<file path="config.mk">
export PLATFORM = sky130hd
export DESIGN_NAME = integer_to_ascii_formatter
export DESIGN_NICKNAME = d
export VERILOG_FILES = /design/src/itoa_fmt_pkg.sv /design/src/itoa_fmt_front.sv /design/src/itoa_fmt_dabble.sv /design/src/itoa_fmt_emit.sv /design/src/integer_to_ascii_formatter.sv
export SDC_FILE = /design/constraint.sdc
export NUM_CORES = 2
export LEC_CHECK = 0
export BUFFER_PORTS_ARGS = -buffer_cell sky130_fd_sc_hd__buf_2
export CORE_MARGIN = 8
export CORE_UTILIZATION = 50
export CTS_CLUSTER_SIZE = 12
export DETAILED_ROUTE_END_ITERATION = 12
export PLACE_DENSITY_LB_ADDON = 0.25
export RECOVER_POWER = 50
export SETUP_SLACK_MARGIN = 0.4
export SYNTH_ARGS = -nofsm -noshare
export SYNTH_HDL_FRONTEND = slang
export SYNTH_HIERARCHICAL = 1
export SYNTH_SLANG_ARGS = --single-unit
</file>
<file path="constraint.sdc">
create_clock -name clk -period 65.4 [get_ports clk]
set_input_delay 13.08 -clock clk [delete_from_list [all_inputs] [get_ports clk]]
set_output_delay 13.08 -clock clk [all_outputs]
set_load 0.05 [all_outputs]
</file>
<file path="src/itoa_fmt_pkg.sv">
// Shared types, constants and helpers for the integer to ASCII formatter.
`timescale 1ns / 1ps

package itoa_fmt_pkg;

  // conversion codes
  localparam logic [1:0] OP_SDEC = 2'd0;
  localparam logic [1:0] OP_UDEC = 2'd1;
  localparam logic [1:0] OP_HEX  = 2'd2;

  localparam logic [7:0] CH_ZERO  = 8'h30;
  localparam logic [7:0] CH_A     = 8'h41;
  localparam logic [7:0] CH_MINUS = 8'h2D;
  localparam logic [7:0] CH_SPACE = 8'h20;

  localparam int RADIX_DEC  = 10;
  localparam int RADIX_HEX  = 16;
  localparam int DEC_DIGITS = 10;
  localparam int HEX_DIGITS = 8;
  localparam int WORD_BITS  = 32;
  localparam int DAB_STEPS  = 4;
  localparam int DAB_STAGES = WORD_BITS / DAB_STEPS;

  typedef struct packed {
    logic [31:0] value;
    logic [1:0]  op;
    logic [5:0]  field_width;
    logic        align_left;
    logic        zero_fill;
  } arg_t;

  typedef struct packed {
    logic [7:0] char_code;
    logic       is_last;
  } txt_t;

  // one item in flight through the conversion stages
  typedef struct packed {
    logic [31:0]           bits;
    logic [4*DEC_DIGITS-1:0] bcd;
    logic                  neg;
    logic                  hex;
    logic [5:0]            field_width;
    logic                  align_left;
    logic                  zero_fill;
  } stage_t;

  typedef enum logic [2:0] {
    ST_IDLE,
    ST_PRE,
    ST_SIGN,
    ST_ZERO,
    ST_DIGIT,
    ST_POST
  } state_t;

  function automatic logic [7:0] digit_char(input logic [3:0] d);
    logic [7:0] c;
    if (d < 4'(RADIX_DEC)) begin
      c = CH_ZERO + {4'b0000, d};
    end else begin
      c = CH_A + {4'b0000, d} - 8'(RADIX_DEC);
    end
    return c;
  endfunction

endpackage

</file>
<file path="src/itoa_fmt_front.sv">
// Input stage: sign handling and magnitude for the digit pipeline.
`timescale 1ns / 1ps

module itoa_fmt_front (
  input  logic                  clk,
  input  logic                  rst,
  input  logic                  in_valid,
  output logic                  in_stall,
  input  itoa_fmt_pkg::arg_t    in_data,
  output logic                  out_valid,
  input  logic                  out_stall,
  output itoa_fmt_pkg::stage_t  out_data
);

  itoa_fmt_pkg::stage_t data_next;
  logic                 neg;

  assign in_stall = out_valid && out_stall;

  always_comb begin
    neg                   = (in_data.op == itoa_fmt_pkg::OP_SDEC) && in_data.value[31];
    data_next.neg         = neg;
    data_next.bits        = neg ? (32'd0 - in_data.value) : in_data.value;
    data_next.bcd         = '0;
    data_next.hex         = (in_data.op != itoa_fmt_pkg::OP_SDEC) &&
                            (in_data.op != itoa_fmt_pkg::OP_UDEC);
    data_next.field_width = in_data.field_width;
    data_next.align_left  = in_data.align_left;
    data_next.zero_fill   = in_data.zero_fill;
  end

  always_ff @(posedge clk) begin
    if (rst) begin
      out_valid <= 1'b0;
    end else if (!in_stall) begin
      out_valid <= in_valid;
    end
  end

  always_ff @(posedge clk) begin
    if (!in_stall) begin
      out_data <= data_next;
    end
  end

endmodule

</file>
<file path="src/itoa_fmt_dabble.sv">
// One shift-and-add-3 stage of the binary to BCD conversion.
`timescale 1ns / 1ps

module itoa_fmt_dabble (
  input  logic                  clk,
  input  logic                  rst,
  input  logic                  in_valid,
  output logic                  in_stall,
  input  itoa_fmt_pkg::stage_t  in_data,
  output logic                  out_valid,
  input  logic                  out_stall,
  output itoa_fmt_pkg::stage_t  out_data
);

  itoa_fmt_pkg::stage_t data_next;

  assign in_stall = out_valid && out_stall;

  // hex items pass untouched; their nibbles are read directly later
  always_comb begin
    data_next = in_data;
    if (!in_data.hex) begin
      for (int s = 0; s < itoa_fmt_pkg::DAB_STEPS; s++) begin
        for (int d = 0; d < itoa_fmt_pkg::DEC_DIGITS; d++) begin
          if (data_next.bcd[4*d +: 4] >= 4'd5) begin
            data_next.bcd[4*d +: 4] = data_next.bcd[4*d +: 4] + 4'd3;
          end
        end
        {data_next.bcd, data_next.bits} = {data_next.bcd, data_next.bits} << 1;
      end
    end
  end

  always_ff @(posedge clk) begin
    if (rst) begin
      out_valid <= 1'b0;
    end else if (!in_stall) begin
      out_valid <= in_valid;
    end
  end

  always_ff @(posedge clk) begin
    if (!in_stall) begin
      out_data <= data_next;
    end
  end

endmodule

</file>
<file path="src/itoa_fmt_emit.sv">
// Character sequencer: padding, sign and digits, one character per beat.
`timescale 1ns / 1ps

module itoa_fmt_emit #(
  parameter int MAX_WIDTH = 32
) (
  input  logic                  clk,
  input  logic                  rst,
  input  logic                  in_valid,
  output logic                  in_stall,
  input  itoa_fmt_pkg::stage_t  in_data,
  output logic                  out_valid,
  input  logic                  out_stall,
  output itoa_fmt_pkg::txt_t    out_data
);

  localparam logic [5:0] WCAP = 6'((MAX_WIDTH > 63) ? 63 : MAX_WIDTH);

  itoa_fmt_pkg::state_t state, state_next;

  logic [4*itoa_fmt_pkg::DEC_DIGITS-1:0] digits;
  logic       neg;
  logic       zmode;
  logic       lpad;
  logic [5:0] pad_cnt;
  logic [3:0] dig_idx;

  logic [4*itoa_fmt_pkg::DEC_DIGITS-1:0] digs_in;
  logic [3:0] nd_in;
  logic [3:0] body_in;
  logic [5:0] width_c;
  logic [5:0] pad_in;
  logic       zmode_in;

  logic       load;
  logic       adv;
  logic [7:0] emit_char;
  logic       emit_last;

  assign in_stall = (state != itoa_fmt_pkg::ST_IDLE);
  assign load     = (state == itoa_fmt_pkg::ST_IDLE) && in_valid;
  assign adv      = (state != itoa_fmt_pkg::ST_IDLE) && (!out_valid || !out_stall);

  // digit count and pad length of the incoming item
  always_comb begin
    digs_in = in_data.hex ? {8'h00, in_data.bits} : in_data.bcd;
    nd_in   = 4'd1;
    for (int i = 1; i < itoa_fmt_pkg::DEC_DIGITS; i++) begin
      if (digs_in[4*i +: 4] != 4'd0) begin
        nd_in = 4'(i + 1);
      end
    end
    body_in  = nd_in + {3'b000, in_data.neg};
    width_c  = (in_data.field_width > WCAP) ? WCAP : in_data.field_width;
    pad_in   = (width_c > {2'b00, body_in}) ? (width_c - {2'b00, body_in}) : 6'd0;
    zmode_in = in_data.zero_fill && (width_c != 6'd0);
  end

  always_comb begin
    state_next = state;
    case (state)
      itoa_fmt_pkg::ST_IDLE: begin
        if (in_valid) begin
          if (zmode_in) begin
            if (in_data.neg) begin
              state_next = itoa_fmt_pkg::ST_SIGN;
            end else if (pad_in != 6'd0) begin
              state_next = itoa_fmt_pkg::ST_ZERO;
            end else begin
              state_next = itoa_fmt_pkg::ST_DIGIT;
            end
          end else if (!in_data.align_left && pad_in != 6'd0) begin
            state_next = itoa_fmt_pkg::ST_PRE;
          end else if (in_data.neg) begin
            state_next = itoa_fmt_pkg::ST_SIGN;
          end else begin
            state_next = itoa_fmt_pkg::ST_DIGIT;
          end
        end
      end
      itoa_fmt_pkg::ST_PRE: begin
        if (adv && pad_cnt == 6'd1) begin
          state_next = neg ? itoa_fmt_pkg::ST_SIGN : itoa_fmt_pkg::ST_DIGIT;
        end
      end
      itoa_fmt_pkg::ST_SIGN: begin
        if (adv) begin
          state_next = (zmode && pad_cnt != 6'd0) ? itoa_fmt_pkg::ST_ZERO
                                                  : itoa_fmt_pkg::ST_DIGIT;
        end
      end
      itoa_fmt_pkg::ST_ZERO: begin
        if (adv && pad_cnt == 6'd1) begin
          state_next = itoa_fmt_pkg::ST_DIGIT;
        end
      end
      itoa_fmt_pkg::ST_DIGIT: begin
        if (adv && dig_idx == 4'd0) begin
          state_next = (lpad && pad_cnt != 6'd0) ? itoa_fmt_pkg::ST_POST
                                                 : itoa_fmt_pkg::ST_IDLE;
        end
      end
      itoa_fmt_pkg::ST_POST: begin
        if (adv && pad_cnt == 6'd1) begin
          state_next = itoa_fmt_pkg::ST_IDLE;
        end
      end
      default: state_next = itoa_fmt_pkg::ST_IDLE;
    endcase
  end

  always_comb begin
    emit_char = itoa_fmt_pkg::CH_SPACE;
    emit_last = 1'b0;
    case (state)
      itoa_fmt_pkg::ST_PRE: begin
        emit_char = itoa_fmt_pkg::CH_SPACE;
      end
      itoa_fmt_pkg::ST_SIGN: begin
        emit_char = itoa_fmt_pkg::CH_MINUS;
      end
      itoa_fmt_pkg::ST_ZERO: begin
        emit_char = itoa_fmt_pkg::CH_ZERO;
      end
      itoa_fmt_pkg::ST_DIGIT: begin
        emit_char = itoa_fmt_pkg::digit_char(digits[{dig_idx, 2'b00} +: 4]);
        emit_last = (dig_idx == 4'd0) && !(lpad && pad_cnt != 6'd0);
      end
      itoa_fmt_pkg::ST_POST: begin
        emit_char = itoa_fmt_pkg::CH_SPACE;
        emit_last = (pad_cnt == 6'd1);
      end
      default: begin
        emit_char = itoa_fmt_pkg::CH_SPACE;
        emit_last = 1'b0;
      end
    endcase
  end

  always_ff @(posedge clk) begin
    if (rst) begin
      state <= itoa_fmt_pkg::ST_IDLE;
    end else begin
      state <= state_next;
    end
  end

  always_ff @(posedge clk) begin
    if (load) begin
      digits  <= digs_in;
      neg     <= in_data.neg;
      zmode   <= zmode_in;
      lpad    <= in_data.align_left && !zmode_in;
      pad_cnt <= pad_in;
      dig_idx <= nd_in - 4'd1;
    end else if (adv) begin
      if (state == itoa_fmt_pkg::ST_PRE || state == itoa_fmt_pkg::ST_ZERO ||
          state == itoa_fmt_pkg::ST_POST) begin
        pad_cnt <= pad_cnt - 6'd1;
      end
      if (state == itoa_fmt_pkg::ST_DIGIT && dig_idx != 4'd0) begin
        dig_idx <= dig_idx - 4'd1;
      end
    end
  end

  // output register
  always_ff @(posedge clk) begin
    if (rst) begin
      out_valid <= 1'b0;
    end else if (!out_valid || !out_stall) begin
      out_valid <= (state != itoa_fmt_pkg::ST_IDLE);
    end
  end

  always_ff @(posedge clk) begin
    if (!out_valid || !out_stall) begin
      out_data.char_code <= emit_char;
      out_data.is_last   <= emit_last;
    end
  end

`ifndef SYNTHESIS
  ast_digit_range: assert property (@(posedge clk) disable iff (rst)
    state == itoa_fmt_pkg::ST_DIGIT |-> dig_idx < 4'(itoa_fmt_pkg::DEC_DIGITS))
    else $error("digit index out of range");

  ast_pad_live: assert property (@(posedge clk) disable iff (rst)
    (state == itoa_fmt_pkg::ST_PRE || state == itoa_fmt_pkg::ST_ZERO ||
     state == itoa_fmt_pkg::ST_POST) |-> pad_cnt != 6'd0)
    else $error("padding state with empty pad count");

  ast_last_ends: assert property (@(posedge clk) disable iff (rst)
    (adv && emit_last) |=> state == itoa_fmt_pkg::ST_IDLE)
    else $error("sequencer kept running after the last character");

  ast_idle_no_last: assert property (@(posedge clk) disable iff (rst)
    (adv && !emit_last) |=> state != itoa_fmt_pkg::ST_IDLE)
    else $error("sequencer went idle without a last character");
`endif

endmodule

</file>
<file path="src/integer_to_ascii_formatter.sv">
// Order: input register, eight BCD stages, character sequencer, output register.
// Throughput: one character per cycle while txt_stall is low; a new item
//   enters the sequencer only after the last one has sent every character.
// The input register and eight BCD stages can hold nine items while it works.
// Reset clears all valid bits and returns the sequencer to idle.
`timescale 1ns / 1ps

module integer_to_ascii_formatter #(
  parameter int MAX_WIDTH = 32
) (
  input  logic                clk,
  input  logic                rst,
  input  logic                arg_valid,
  output logic                arg_stall,
  input  itoa_fmt_pkg::arg_t  arg,
  output logic                txt_valid,
  input  logic                txt_stall,
  output itoa_fmt_pkg::txt_t  txt
);

  localparam int NS = itoa_fmt_pkg::DAB_STAGES;

  logic                 stg_valid [NS+1];
  logic                 stg_stall [NS+1];
  itoa_fmt_pkg::stage_t stg_data  [NS+1];

  itoa_fmt_front u_front (
    .clk       (clk),
    .rst       (rst),
    .in_valid  (arg_valid),
    .in_stall  (arg_stall),
    .in_data   (arg),
    .out_valid (stg_valid[0]),
    .out_stall (stg_stall[0]),
    .out_data  (stg_data[0])
  );

  for (genvar g = 0; g < NS; g++) begin : g_dab
    itoa_fmt_dabble u_dab (
      .clk       (clk),
      .rst       (rst),
      .in_valid  (stg_valid[g]),
      .in_stall  (stg_stall[g]),
      .in_data   (stg_data[g]),
      .out_valid (stg_valid[g+1]),
      .out_stall (stg_stall[g+1]),
      .out_data  (stg_data[g+1])
    );
  end

  itoa_fmt_emit #(
    .MAX_WIDTH (MAX_WIDTH)
  ) u_emit (
    .clk       (clk),
    .rst       (rst),
    .in_valid  (stg_valid[NS]),
    .in_stall  (stg_stall[NS]),
    .in_data   (stg_data[NS]),
    .out_valid (txt_valid),
    .out_stall (txt_stall),
    .out_data  (txt)
  );

endmodule

</file>
# Yosys cells after proc, flatten, opt, wreduce, memory -nomap -nowiden
# Index checks and enable logic that the tools add are counted.
# W data, S select, Z words.
# word_totals
register_bits	773
input_bits	46
output_inout_bits	11
wordCells	1297
# op_classes
n_addsub	298
magnitude_cmp	292
eq_ne	13
shift	1
n_mux	550
reduce_logical	54
# op_table
operator	count
$mux W4	462
$ge A4 B3 Y1 const B	289
$add A4 B2 Y4 const B	261
$mux W72	8
$mux W3	67
$add A3 B2 Y3 const B	28
$mux W40	1
$reduce_bool A4 Y1	10
$shiftx A40 B7 Y4	1
$mux W32	1
$sub A1 B32 Y32 const A	1
$mux W6	5
$pmux W8 S3	1
$logic_and A1 B1 Y1	22
$pmux W3 S6	1
$reduce_bool A6 Y1	3
$ne A2 B1 Y1 const B	6
$add A7 B4 Y8 const A	1
$mux W8	1
$reduce_bool A2 Y1	4
$sub A4 B1 Y4 const B	2
$sub A8 B4 Y8 const B	1
$add A6 B4 Y7 const A	1
$eq A3 B2 Y1 const B	2
other kinds (20)	29

# Logic depth before layout (Yosys ltp)
# depth
word_depth	20
ltp_mapped	23
depth_no_buf	22

# By module
# The synthesis kept the hierarchy.
# by_module_without_submodules
mod	instances	cells_per_inst	area_per_inst_um2	seq_area_each_um2
itoa_fmt_dabble	8	868	7842.5	2482.4
itoa_fmt_emit	1	355	4066.4	1911.8
itoa_fmt_front	1	190	2358.5	1281.2

# Worst setup path after synthesis
# OpenSTA, ideal clock, no wires.
# synth_path
path_type	reg-to-output
from	reg u_emit.state[2]
to	out arg_stall
arrival_ns	18.592
required_ns	52.320
setup_slack_ns	33.728
stages_incl_launch_ff	22
cell_sequence	dfxtp_1 clkbuf_1 nor3_1 inv_1 nand2_1 inv_1 nand2_1 inv_1 nand2_1 inv_1 nand2_1 inv_1 nand2_1 inv_1 nand2_1 inv_1 nand2_1 inv_1 nand2_1 inv_1 nand2_1 inv_1
# synth_lines
item	line	text
from (decl)	itoa_fmt_emit.sv:19	itoa_fmt_pkg::state_t state, state_next;
from (signal assigned)	itoa_fmt_emit.sv:142	state <= itoa_fmt_pkg::ST_IDLE;
from (signal assigned)	itoa_fmt_emit.sv:144	state <= state_next;
to (decl)	integer_to_ascii_formatter.sv:14	output logic arg_stall,

==> run summary <==
Antenna Nets Post-Route = 0
most frequently used cell type in the post-synthesis netlist = sky130_fd_sc_hd__edfxtp_1
arrival time worst endpoint = 7.14 ns
final RePlAce weighted congestion = 0.896
Horiz. Die Dim = 388 um
Worst Setup End Kind = primary output
proportion of netlist area held by the largest area contributor = 33.0%
Mapped Avg Cell Area = 9.24 um^2
nets = 7863
share of the clock period used by the worst path after layout = 30.9%
ports placed on the boundary = 57
vias per cell = 6.16
Port Buffers = 55
peak clock frequency supported by timing = 0.0495 GHz
combined area of the multi-input logic cells = 43300 um^2
top cells by instance count after synthesis = 759 x sky130_fd_sc_hd__edfxtp_1, 628 x sky130_fd_sc_hd__nand2_1, 492 x sky130_fd_sc_hd__a21oi_1, 486 x sky130_fd_sc_hd__inv_1, 466 x sky130_fd_sc_hd__nor2_1
outcome = finished, violations left
number of different library cells in the post-synthesis netlist = 115
hold violation count in the final report = 0
Slew Viols, Final = 1039
clock latency of the later-clocked register in the worst-skew pair = 0.69 ns
number of global-route vias before repair = 55100
library cell with the largest summed area after synthesis = sky130_fd_sc_hd__edfxtp_1
Resize count post-CTS = 0
required time of the critical path = 52.32 ns
fraction of layout cells with a size suffix above 1 = 13.3%
area inside the core boundary = 137000 um^2
Critical Path Start Type = flop
number of antenna repair diodes = 0
failing checks = max-capacitance violations, max-slew violations
clock period minus final worst setup slack = 20.22 ns
RSZ-0062 raised after global routing = no
classification of the worst setup path = flop to primary output
number of clock sinks = 772
cell depth of the worst flop-to-flop path = 20
total vias in the final route = 57600
storage element area = 23100 um^2
overall overflow remaining after global route = 0
cts bufs inserted = 89
share of synthesized flip-flops with an asynchronous set or reset = 0%
top flip-flop cell by instance count after synthesis = sky130_fd_sc_hd__edfxtp_1
post-synthesis sequential area ratio = 33.3%
number of instances on the worst hold path = 0
Starting DRT DRC Count = 3525
initial cell density of the core = 50.4%
drt pass-1 iters = 6
actual transition at the worst max-transition pin = 4.27 ns
antenna violations before repair = 0
global-route total usage across every layer = 20.7%
number of setup buffers added after CTS = 0
worst min path class = flop to flop
DRC errors left = 0
FILL cells = 12200
final setup violating endpoints = 0
netlist area before placement = 69200 um^2
total wire length = 163 mm
number of maximum-capacitance constraint violations = 19
register clock-pin slew on the reported worst setup and hold paths = 0.06 ns
Warnings, synthesis = 6
flops & latches, synth = 772
clk_skew = 0.0472 ns
largest cells by area after synthesis = sky130_fd_sc_hd__edfxtp_1 33%, sky130_fd_sc_hd__mux2_2 6.0%, sky130_fd_sc_hd__ha_1 6.0%
area added between synthesis and finish = 6.73%
H-tree Lvls = 3
buffer depth of the longest clock path = 3
Post-Route Setup TNS = 0 ns
maximum number of pins on one net before global-route repair = 84
HPWL after detailed placement = 125 mm
clock tree from TritonCTS = built
Crit Path Max Fanout = 43
number of instances in the synthesized netlist = 7489
worst-case headroom to the max-slew limit = -185%
wire per inst = 17.5 um
Cell Rows = 136
die area = 150000 um^2
clock tree root driver cell = sky130_fd_sc_hd__clkbuf_16
Vert. Die Dim = 388 um
wire length of the first global-routing pass = 270 mm
number of flops mapped to enable cells by yosys = 759
hold_buf cts = 0
## cells by family after synthesis
family	synth area share, %
compound gates	29.4
simple gates	16.7
flops	33.3
buf+inv	4.33
mux	8.87
fa+ha+maj	6.02
xor+xnor	1.38
other cells	0.0109
## path summary, 6_finish.rpt
| kind | startpoint | end | slack (ns) |
|---|---|---|---|
| max | u_emit/state[2] | arg_stall | 45.18 |
| min | g_dab[0].u_dab/out_data[3] | g_dab[1].u_dab/out_data[3] | 0.42 |
| min reg2reg | g_dab[0].u_dab/out_data[3] | g_dab[1].u_dab/out_data[3] | 0.42 |
| max reg2reg | u_emit/state[2] | u_front/out_data[81] | 58.88 |
## metrics by stage
| step | setup WS [ns] | area [um^2] | hold WS, ns | utilization (%) | instances |
|---|---|---|---|---|---|
| 3_5_place_dp | 47.31 | 71100 | 0.405 | 51.7 | 9188 |
| 5_1_grt | 44.33 | 73800 | 0.419 | 53.8 | 9350 |
| 6_report | 45.18 | 73800 | 0.415 | 53.8 | 9350 |
| 3_3_place_gp | 47.46 | 71100 | 0.401 | 51.7 | 9188 |
| 2_1_floorplan | 33.73 | 69300 | 0.400 | - | 7528 |
| 4_1_cts | 46.52 | 73900 | 0.416 | 53.8 | 9350 |
## registers in the layout, summed over array words and instances, names as in the netlist, 3 cells and up
name / flops
u_front/out_data: 42
u_emit/pad_cnt: 6
g_dab.u_dab/out_valid: 8
u_emit/digits: 40
g_dab.u_dab/out_data: 656
u_emit/state: 3
u_emit/out_data: 8
u_emit/dig_idx: 4
## layout by cell type (no fill, tap or decap), drive strengths merged, types with 98 or more instances in the layout
cell type	instances
a211oi	222
a21o	129
a21oi	516
and2	106
and3	145
clkbuf	140
edfxtp	759
ha	331
inv	499
mux2	376
mux2i	166
nand2	628
nand2b	101
nand3	160
nor2	482
nor3	147
o21a	156
o21ai	513
o22ai	101
o31ai	137
or2	98
or3	120
## worst max-delay path: stages (launching register included)
cell                      delay (ns)
sky130_fd_sc_hd__dfxtp_1        0.45
sky130_fd_sc_hd__nor3_1         0.32
sky130_fd_sc_hd__inv_1          0.09
sky130_fd_sc_hd__nand2_1        0.16
sky130_fd_sc_hd__inv_1          0.10
sky130_fd_sc_hd__nand2_1        0.33
sky130_fd_sc_hd__inv_1          0.11
sky130_fd_sc_hd__nand2_1        0.68
sky130_fd_sc_hd__inv_1          0.14
sky130_fd_sc_hd__nand2_1        0.61
sky130_fd_sc_hd__inv_1          0.13
sky130_fd_sc_hd__nand2_1        0.61
sky130_fd_sc_hd__inv_1          0.20
sky130_fd_sc_hd__nand2_4        0.30
sky130_fd_sc_hd__inv_1          0.14
sky130_fd_sc_hd__nand2_4        0.40
sky130_fd_sc_hd__inv_1          0.17
sky130_fd_sc_hd__nand2_4        0.43
sky130_fd_sc_hd__inv_1          0.14
sky130_fd_sc_hd__nand2_2        0.08
sky130_fd_sc_hd__buf_4          0.49
sky130_fd_sc_hd__inv_1          0.11
sky130_fd_sc_hd__buf_2          0.24
## routing by layer
layer	global-route usage [%]	vias to the layer above	share of wire [%]
met5	0	-	0
met1	25.6	27400	44
li1	-	28700	-
met2	37.6	1164	50
met4	6.58	0	3.0
met3	2.21	263	3.6
## layout make-up
class,count,share of cell area (%)
inverter,511,2.61
tap,1794,3.04
clock inverter,41,0.673
clock buffer,121,3.24
timing repair buffer,86,0.592
sequential,772,31.2
multi-input combinational,6025,58.6
Power is not shown: default switching activity piles up to over one toggle a cycle in this logic, so the estimate is an artifact.
